$ cat src/hw/rtl/gda_pkg.sv
// Shared types, status codes and month tables for the date offset pipeline.
`timescale 1ns / 1ps

package gda_pkg;

    typedef enum logic [1:0] {
        STATUS_OK       = 2'd0,
        STATUS_BAD_DATE = 2'd1,
        STATUS_RANGE    = 2'd2
    } status_t;

    localparam logic [25:0] JDN_FIRST = 26'd1721426;
    localparam logic [25:0] JDN_LAST  = 26'd5373484;

    typedef struct packed {
        status_t     status;
        logic [22:0] j0;
        logic [22:0] j1;
    } day_pair_t;

    function automatic logic [4:0] month_len(input logic [3:0] m);
        logic [4:0] len;
        case (m)
            4'd1, 4'd3, 4'd5, 4'd7, 4'd8, 4'd10, 4'd12: len = 5'd31;
            4'd4, 4'd6, 4'd9, 4'd11:                    len = 5'd30;
            4'd2:                                       len = 5'd28;
            default:                                    len = 5'd0;
        endcase
        return len;
    endfunction

    function automatic logic [8:0] month_base(input logic [3:0] m);
        logic [8:0] base;
        case (m)
            4'd3:    base = 9'd0;
            4'd4:    base = 9'd31;
            4'd5:    base = 9'd61;
            4'd6:    base = 9'd92;
            4'd7:    base = 9'd122;
            4'd8:    base = 9'd153;
            4'd9:    base = 9'd184;
            4'd10:   base = 9'd214;
            4'd11:   base = 9'd245;
            4'd12:   base = 9'd275;
            4'd1:    base = 9'd306;
            4'd2:    base = 9'd337;
            default: base = 9'd0;
        endcase
        return base;
    endfunction

endpackage

$ cat src/hw/rtl/gregorian_date_add_days.sv
// Gregorian date plus signed day offset, streaming top level.
// Usage:
//   Input channel s_*: one item per date, tdata holds year, month, day and a
//   signed day offset. Output channel m_*: one result item per input item,
//   in order, with status, input and result day numbers and the result date.
//   Status 0 is ok, 1 marks an invalid input date, 2 a result outside years
//   1 to 9999; on a non-zero status every other result field is zero.
// Pipeline: three stages check the date, build the day number and add the
//   offset, then seven stages convert the sum back to a date, the last one
//   being the output register.
// Throughput: one item per cycle while the output is not stalled; each stage
//   holds a few constant multiplies and a short add chain.
// Reset: rst_n clears all valid bits at once; the pipeline is empty after.
// Stall: while m_tvalid is high and m_tready low the whole pipeline holds
//   and s_tready drops; nothing is lost or repeated. Bubbles in the pipeline
//   never block acceptance.
`timescale 1ns / 1ps

module gregorian_date_add_days
    import gda_pkg::*;
(
    input  logic        clk,
    input  logic        rst_n,
    input  logic        s_tvalid,
    output logic        s_tready,
    input  logic [47:0] s_tdata,   // in_year[13:0], in_month[17:14], in_day[22:18],
                                   // day_offset[46:23], zero pad[47]
    output logic        m_tvalid,
    input  logic        m_tready,
    output logic [71:0] m_tdata    // status[1:0], input_day_number[24:2],
                                   // result_day_number[47:25], out_year[61:48],
                                   // out_month[65:62], out_day[70:66], zero pad[71]
);

    logic        en;
    logic        fwd_valid;
    day_pair_t   fwd_pair;
    status_t     status;
    logic [22:0] input_day_number;
    logic [22:0] result_day_number;
    logic [13:0] out_year;
    logic [3:0]  out_month;
    logic [4:0]  out_day;

    assign en       = !m_tvalid || m_tready;
    assign s_tready = en;

    gda_fwd u_fwd (
        .clk        (clk),
        .rst_n      (rst_n),
        .en         (en),
        .in_valid   (s_tvalid),
        .in_year    (s_tdata[13:0]),
        .in_month   (s_tdata[17:14]),
        .in_day     (s_tdata[22:18]),
        .day_offset ($signed(s_tdata[46:23])),
        .out_valid  (fwd_valid),
        .out_pair   (fwd_pair)
    );

    gda_inv u_inv (
        .clk                   (clk),
        .rst_n                 (rst_n),
        .en                    (en),
        .in_valid              (fwd_valid),
        .in_pair               (fwd_pair),
        .out_valid             (m_tvalid),
        .out_status            (status),
        .out_input_day_number  (input_day_number),
        .out_result_day_number (result_day_number),
        .out_year              (out_year),
        .out_month             (out_month),
        .out_day               (out_day)
    );

    assign m_tdata = {1'b0, out_day, out_month, out_year, result_day_number,
                      input_day_number, status};

endmodule

$ cat src/hw/rtl/gda_fwd.sv
// Date check, date to day number conversion and offset add, three stages.
`timescale 1ns / 1ps

module gda_fwd
    import gda_pkg::*;
(
    input  logic               clk,
    input  logic               rst_n,
    input  logic               en,
    input  logic               in_valid,
    input  logic [13:0]        in_year,
    input  logic [3:0]         in_month,
    input  logic [4:0]         in_day,
    input  logic signed [23:0] day_offset,
    output logic               out_valid,
    output day_pair_t          out_pair
);

    localparam int K100 = 22;
    localparam longint unsigned R100_L = ((64'd1 << K100) + 64'd99) / 64'd100;
    localparam logic [15:0] R100 = 16'(R100_L);

    logic               v1_reg, v2_reg, v3_reg;
    logic [13:0]        y_reg;
    logic [4:0]         d_reg;
    logic signed [23:0] off1_reg, off2_reg;
    logic [7:0]         q100y_reg, q100yy_reg;
    logic [14:0]        yy_reg;
    logic [8:0]         base_reg;
    logic [4:0]         len_reg;
    logic               ymok_reg, feb_reg;
    logic               dok_reg;
    logic [22:0]        j0_reg;
    day_pair_t          pair_reg;

    logic [14:0]        yy_next;
    logic [30:0]        py, pyy;
    logic [13:0]        r100;
    logic               leap;
    logic [4:0]         lim;
    logic               dok_next;
    logic [23:0]        j0_next;
    logic signed [25:0] j1;
    day_pair_t          pair_next;

    always_comb
    begin
        yy_next = 15'(in_year) + 15'd4800 - 15'(in_month <= 4'd2);
        py      = 31'(in_year) * 31'(R100);
        pyy     = 31'(yy_next) * 31'(R100);
    end

    always_comb
    begin
        r100     = y_reg - 14'({6'd0, q100y_reg} * 14'd100);
        leap     = ((y_reg[1:0] == 2'd0) && (r100 != 14'd0)) ||
                   ((r100 == 14'd0) && (q100y_reg[1:0] == 2'd0));
        lim      = (feb_reg && leap) ? 5'd29 : len_reg;
        dok_next = ymok_reg && (d_reg != 5'd0) && (d_reg <= lim);
        j0_next  = {19'd0, d_reg} + {15'd0, base_reg} + 24'({9'd0, yy_reg} * 24'd365)
                 + {11'd0, yy_reg[14:2]} - {16'd0, q100yy_reg}
                 + {18'd0, q100yy_reg[7:2]} - 24'd32045;
    end

    always_comb
    begin
        j1 = $signed({3'b000, j0_reg}) + $signed({{2{off2_reg[23]}}, off2_reg});
        pair_next.j0 = j0_reg;
        pair_next.j1 = j1[22:0];
        if (!dok_reg)
        begin
            pair_next.status = STATUS_BAD_DATE;
        end
        else if ((j1 < $signed(JDN_FIRST)) || (j1 > $signed(JDN_LAST)))
        begin
            pair_next.status = STATUS_RANGE;
        end
        else
        begin
            pair_next.status = STATUS_OK;
        end
    end

    always_ff @(posedge clk or negedge rst_n)
    begin
        if (!rst_n)
        begin
            v1_reg <= 1'b0;
            v2_reg <= 1'b0;
            v3_reg <= 1'b0;
        end
        else if (en)
        begin
            v1_reg <= in_valid;
            v2_reg <= v1_reg;
            v3_reg <= v2_reg;
        end
    end

    always_ff @(posedge clk)
    begin
        if (en)
        begin
            y_reg      <= in_year;
            d_reg      <= in_day;
            off1_reg   <= day_offset;
            q100y_reg  <= py[29:22];
            yy_reg     <= yy_next;
            q100yy_reg <= pyy[29:22];
            base_reg   <= month_base(in_month);
            len_reg    <= month_len(in_month);
            ymok_reg   <= (in_year != 14'd0) && (in_year <= 14'd9999) &&
                          (in_month != 4'd0) && (in_month <= 4'd12);
            feb_reg    <= (in_month == 4'd2);
            dok_reg    <= dok_next;
            j0_reg     <= j0_next[22:0];
            off2_reg   <= off1_reg;
            pair_reg   <= pair_next;
        end
    end

    assign out_valid = v3_reg;
    assign out_pair  = pair_reg;

endmodule

$ cat src/hw/rtl/gda_inv.sv
// Day number to date conversion and result masking, seven stages.
`timescale 1ns / 1ps

module gda_inv
    import gda_pkg::*;
(
    input  logic        clk,
    input  logic        rst_n,
    input  logic        en,
    input  logic        in_valid,
    input  day_pair_t   in_pair,
    output logic        out_valid,
    output status_t     out_status,
    output logic [22:0] out_input_day_number,
    output logic [22:0] out_result_day_number,
    output logic [13:0] out_year,
    output logic [3:0]  out_month,
    output logic [4:0]  out_day
);

    localparam int K146097 = 44;
    localparam int K1461   = 37;
    localparam int K153    = 19;
    localparam int K5      = 11;
    localparam longint unsigned R146097_L =
        ((64'd1 << K146097) + 64'd146096) / 64'd146097;
    localparam longint unsigned R1461_L = ((64'd1 << K1461) + 64'd1460) / 64'd1461;
    localparam longint unsigned R153_L  = ((64'd1 << K153) + 64'd152) / 64'd153;
    localparam longint unsigned R5_L    = ((64'd1 << K5) + 64'd4) / 64'd5;
    localparam logic [26:0] R146097 = 27'(R146097_L);
    localparam logic [26:0] R1461   = 27'(R1461_L);
    localparam logic [11:0] R153    = 12'(R153_L);
    localparam logic [8:0]  R5      = 9'(R5_L);

    logic [6:0]  v_reg;
    day_pair_t   p1_reg, p2_reg, p3_reg, p4_reg, p5_reg, p6_reg;
    logic [8:0]  c_reg;
    logic [25:0] e2_reg, e3_reg;
    logic [15:0] q1461_3_reg, q1461_4_reg, q1461_5_reg;
    logic [10:0] h4_reg, h5_reg;
    logic [3:0]  q153_reg;
    logic [7:0]  r153_reg;
    logic [3:0]  mon_reg;
    logic [13:0] year6_reg;

    status_t     status_reg;
    logic [22:0] in_dn_reg, res_dn_reg;
    logic [13:0] year_reg;
    logic [3:0]  month_reg;
    logic [4:0]  day_reg;

    logic [25:0] x;
    logic [52:0] prod146;
    logic [10:0] c3;
    logic [23:0] f;
    logic [52:0] prod1461;
    logic [25:0] rem1461;
    logic [8:0]  g;
    logic [10:0] h;
    logic [22:0] prod153;
    logic [10:0] r153;
    logic [4:0]  t;
    logic [4:0]  mon;
    logic [16:0] year17;
    logic [16:0] prod5;
    logic [4:0]  day;
    logic        ok;

    always_comb
    begin
        x        = {1'b0, in_pair.j1, 2'b00} + 26'd274277;
        prod146  = 53'(x) * 53'(R146097);
        c3       = 11'({c_reg, 1'b0}) + 11'(c_reg);
        f        = {1'b0, p1_reg.j1} + 24'd1401 + {15'd0, c3[10:2]} - 24'd38;
        prod1461 = 53'(e2_reg) * 53'(R1461);
        rem1461  = e3_reg - 26'({10'd0, q1461_3_reg} * 26'd1461);
        g        = rem1461[10:2];
        h        = 11'({g, 2'b00}) + 11'(g) + 11'd2;
        prod153  = 23'(h4_reg) * 23'(R153);
        r153     = h5_reg - 11'({7'd0, q153_reg} * 11'd153);
        t        = {1'b0, q153_reg} + 5'd2;
        mon      = ((t >= 5'd12) ? (t - 5'd12) : t) + 5'd1;
        year17   = {1'b0, q1461_5_reg} - 17'd4716 + 17'(mon <= 5'd2);
        prod5    = 17'(r153_reg) * 17'(R5);
        day      = prod5[15:11] + 5'd1;
        ok       = (p6_reg.status == STATUS_OK);
    end

    always_ff @(posedge clk or negedge rst_n)
    begin
        if (!rst_n)
        begin
            v_reg <= '0;
        end
        else if (en)
        begin
            v_reg <= {v_reg[5:0], in_valid};
        end
    end

    always_ff @(posedge clk)
    begin
        if (en)
        begin
            p1_reg      <= in_pair;
            c_reg       <= prod146[52:44];
            p2_reg      <= p1_reg;
            e2_reg      <= {f, 2'b11};
            p3_reg      <= p2_reg;
            e3_reg      <= e2_reg;
            q1461_3_reg <= prod1461[52:37];
            p4_reg      <= p3_reg;
            q1461_4_reg <= q1461_3_reg;
            h4_reg      <= h;
            p5_reg      <= p4_reg;
            q1461_5_reg <= q1461_4_reg;
            h5_reg      <= h4_reg;
            q153_reg    <= prod153[22:19];
            p6_reg      <= p5_reg;
            r153_reg    <= r153[7:0];
            mon_reg     <= mon[3:0];
            year6_reg   <= year17[13:0];
            status_reg  <= p6_reg.status;
            in_dn_reg   <= ok ? p6_reg.j0 : 23'd0;
            res_dn_reg  <= ok ? p6_reg.j1 : 23'd0;
            year_reg    <= ok ? year6_reg : 14'd0;
            month_reg   <= ok ? mon_reg : 4'd0;
            day_reg     <= ok ? day : 5'd0;
        end
    end

    assign out_valid             = v_reg[6];
    assign out_status            = status_reg;
    assign out_input_day_number  = in_dn_reg;
    assign out_result_day_number = res_dn_reg;
    assign out_year              = year_reg;
    assign out_month             = month_reg;
    assign out_day               = day_reg;

endmodule
$ cat config.mk
export PLATFORM = sky130hd
export DESIGN_NAME = gregorian_date_add_days
export DESIGN_NICKNAME = d
export VERILOG_FILES = /design/src/hw/rtl/gda_pkg.sv /design/src/hw/rtl/gregorian_date_add_days.sv /design/src/hw/rtl/gda_fwd.sv /design/src/hw/rtl/gda_inv.sv
export SDC_FILE = /design/constraint.sdc
export NUM_CORES = 2
export LEC_CHECK = 0
export BUFFER_PORTS_ARGS = -buffer_cell sky130_fd_sc_hd__buf_4
export CAP_MARGIN = 40
export CORE_MARGIN = 8
export CORE_UTILIZATION = 70
export DETAILED_ROUTE_END_ITERATION = 8
export GPL_ROUTABILITY_DRIVEN = 0
export HOLD_SLACK_MARGIN = 0.1
export MAX_ROUTING_LAYER = met4
export PLACE_DENSITY = 0.88
export SLEW_MARGIN = 20
export SYNTH_ARGS = -nofsm -noshare
export SYNTH_HDL_FRONTEND = slang
export SYNTH_HIERARCHICAL = 1
export SYNTH_SLANG_ARGS = --single-unit
$ cat constraint.sdc
create_clock -name clk -period 44.7 [get_ports clk]
set_input_delay 6.705 -clock clk [delete_from_list [all_inputs] [get_ports clk]]
set_output_delay 6.705 -clock clk [all_outputs]
set_load 0.01 [all_outputs]
==> impl_results.md <==
* Outcome: finished clean
* H-tree depth at 3
* Worst reg2reg path depth at 30
* Count of different cell masters after synthesis at 80
* Clk_lat worst skew at 670 ps
* DRC errors left at 0
* Register Area at 20500 µm²
* Synth-to-Final Area Change at 8.02%
* Post-CTS setup buffer count at 0
* NumNets Final at 7374
* Hold-fix buffers, CTS at 0
* Crit. End Element: flip-flop
* Routed vias/inst at 5.93
* Crit path max fanout at 7
* Fraction of layout cells with a size suffix above 1 at 0.0566
* Footprint of the multi-input gates at 37500 µm²
* Met3 WL at 10000 µm
* Top cell type's share of synthesized area at 0.320
* Clk root buf: clkbuf_16
* Total CTS buffers at 73
* Routed Antenna Nets at 0
* Post-DP HPWL at 113000 µm
* Largest net degree at the start of global routing at 184
* WP data required at 45100 ps
* Period minus WS final at 15130 ps
* Synth top area cells: edfxtp_1 (32%), fa_1 (24%), ha_1 (21%)
* Met2 wire length at 73200 µm
* Antenna violations before repair at 3
* Initial Util at 0.705
* Initial DRC count at 3146
* Avg Synthesized Cell Area at 12.0 µm²
* Site Rows at 110
* Vias in the first global route at 44.0k
* Yosys top cell by area: edfxtp_1
* Ports at 126
* WL/cell at 21.7 µm
* Post-route clock period utilization at 0.338
* Slew at the pin closest to its max-slew limit at 1030 ps
* Yosys Warn Count at 6
* Finished Core Util at 0.761
* Post-synth top flop: edfxtp_1
* CTS resizes at 0
* Met1 WL at 52400 µm
* Clock Skew at 45.6 ps
* Worst-path clk slew at 70 ps
* Drt pass-1 iters at 8
* Placed Area at 66000 µm²
* Relative slew slack at 0.311
* Critical Path Source: s_tdata[14]
* Unrepaired setup endpoints after global routing: no
* Mapped Area at 63400 µm²
* Max Slew Vio Count at 0
* RR Endpoint: u_inv/c_reg[2]
* CTS tree: done
* Fin area at 68400 µm²
* Die height at 317 µm
* Crit-path most repeated cell: inv_1
* Worst Setup EP: u_fwd/q100yy_reg[6]
* Core area at 89900 µm²
* CP startpoint kind: primary input
* F_max at 0.0661 GHz
* Reg-to-Reg Start: u_fwd/out_pair[0]
* Total gr overflow at 0
* Max layer used: met4
* FILL cells at 5047
* Hold WS at 404 ps
* First-pass GRT wire length at 232000 µm
* Synth Net Count at 7165
* Critical Path AT at 15530 ps
* Die W at 317 µm
* Total Die Area at 100000 µm²
* Post-synth EDFFs at 676
* DR vias at 39.8k
* Type of the worst setup path: primary input to flip-flop
* Sequential element share of the synthesized area at 0.324
* Port bufs at 123
* FF+latch count, synth at 686
* Setup TNS Final at 0 ps
* Cells after Synth at 5262
* Worst Hold Class: flip-flop to flip-flop
* Max-capacitance violation count at 0
* Worst path slowest cell: fa_1
* GRT Total Usage at 0.306
* Final hold violation count at 0
* Synth async-reset ratio at 0.0146
* Clk sinks at 686
* CP peak stage delay at 550 ps
* Post-Route WL at 146000 µm
* Maximum clock insertion buffer count at 3
* Final setup violation count at 0
* R2R setup slack at 34910 ps
## layout make-up
class,count,share of cell area
Tap cell,1176,0.0215
Clock inverter,50,0.00814
Multi-Input combinational cell,3148,0.547
Timing Repair Buffer,154,0.0183
Sequential cell,686,0.300
Antenna cell,2,0.0000731
Clock buffer,82,0.0272
Inverter,1408,0.0772
## stage by stage
stage	cells	setup WS [ps]
2_1_floorplan	5262	15050
3_3_place_gp	6559	28880
3_5_place_dp	6566	28710
4_1_cts	6698	29330
5_1_grt	6705	29110
6_report	6706	29580
## worst min path at each step
stage	start	endpoint	slack (ps)	cells past startpoint
6_report	u_inv/p5_reg[24]	u_inv/p6_reg[24]	400	0
5_1_grt	u_inv/p2_reg[36]	u_inv/p3_reg[36]	400	0
4_1_cts	u_inv/p2_reg[36]	u_inv/p3_reg[36]	400	0
3_5_place_dp	u_fwd/off1_reg[17]	u_fwd/off2_reg[17]	400	0
3_3_place_gp	u_inv/q1461_4_reg[3]	u_inv/q1461_5_reg[3]	400	0
2_1_floorplan	u_fwd/off1_reg[0]	u_fwd/off2_reg[0]	400	0
## cells in the final DEF (no fill, tap or decap), types with 13 or more instances in the layout
cell type	Yosys	routed
inv_1	1408	1408
and2_1	80	80
o21bai_1	18	18
edfxtp_1	676	676
nand2b_1	28	27
nand4_1	25	25
a21o_1	69	69
nand3_1	38	38
o21ai_0	95	95
buf_4	3	142
fa_1	768	768
clkbuf_16	0	73
nor2_1	107	106
a21boi_0	13	13
or2_2	15	15
xnor2_1	167	167
nand2_1	78	78
a211oi_1	16	16
and3_1	18	18
xor2_1	86	86
nor3_1	48	48
a21oi_1	155	155
nor2b_1	32	32
o21a_1	24	24
o211ai_1	14	14
clkinv_2	0	13
ha_1	1083	1083
## cell usage after synthesis, drive strengths merged, types with 6 or more instances
cell,count
dfrtp,10
o21ai,97
nand2b,28
a21oi,157
o2111ai,6
nor3,48
nand4,25
a21boi,13
or2,15
and3,18
nand3,38
a211o,12
a31o,6
fa,768
o21a,24
o211ai,14
and2,80
a2111oi,10
a21o,69
or3,8
edfxtp,676
o21bai,18
o311ai,6
nor2,108
nor4,8
a31oi,12
ha,1083
mux2,10
xnor2,167
inv,1408
a211oi,17
nand2,78
nor2b,32
clkbuf,17
nor3b,7
xor2,87
## per-layer routing
| metal | vias to the layer above | global-route usage |
|---|---|---|
| met1 | 19700 | 0.344 |
| met5 | - | - |
| met2 | 1860 | 0.522 |
| li1 | 17600 | - |
| met3 | 650 | 0.0489 |
| met4 | 0 | 0.173 |
## worst max-delay path: cells and delay by family
kind / cells / cell delay [ps]
adder cells (fa/ha/maj): 10 / 3750
AO/OA/AOI/OAI: 11 / 3030
AND/OR/NAND/NOR: 7 / 1000
buffers and inverters: 9 / 830
XOR/XNOR: 2 / 220
## cell families (layout without fill, tap and decap cells)
logic type	Yosys count	after routing	synth area share
AO/OA/AOI/OAI	518	518	0.0544
XOR/XNOR	254	254	0.0352
adder cells (fa/ha/maj)	1851	1851	0.457
buffers and inverters	1428	1694	0.0848
flip-flops	686	686	0.324
multiplexers	12	12	0.00209
other	1	3	0.0000592
AND/OR/NAND/NOR	512	512	0.0425
Power is left out: the tool's default activity adds up to more than one toggle a clock period on the data nets, which glitch-free logic cannot reach.
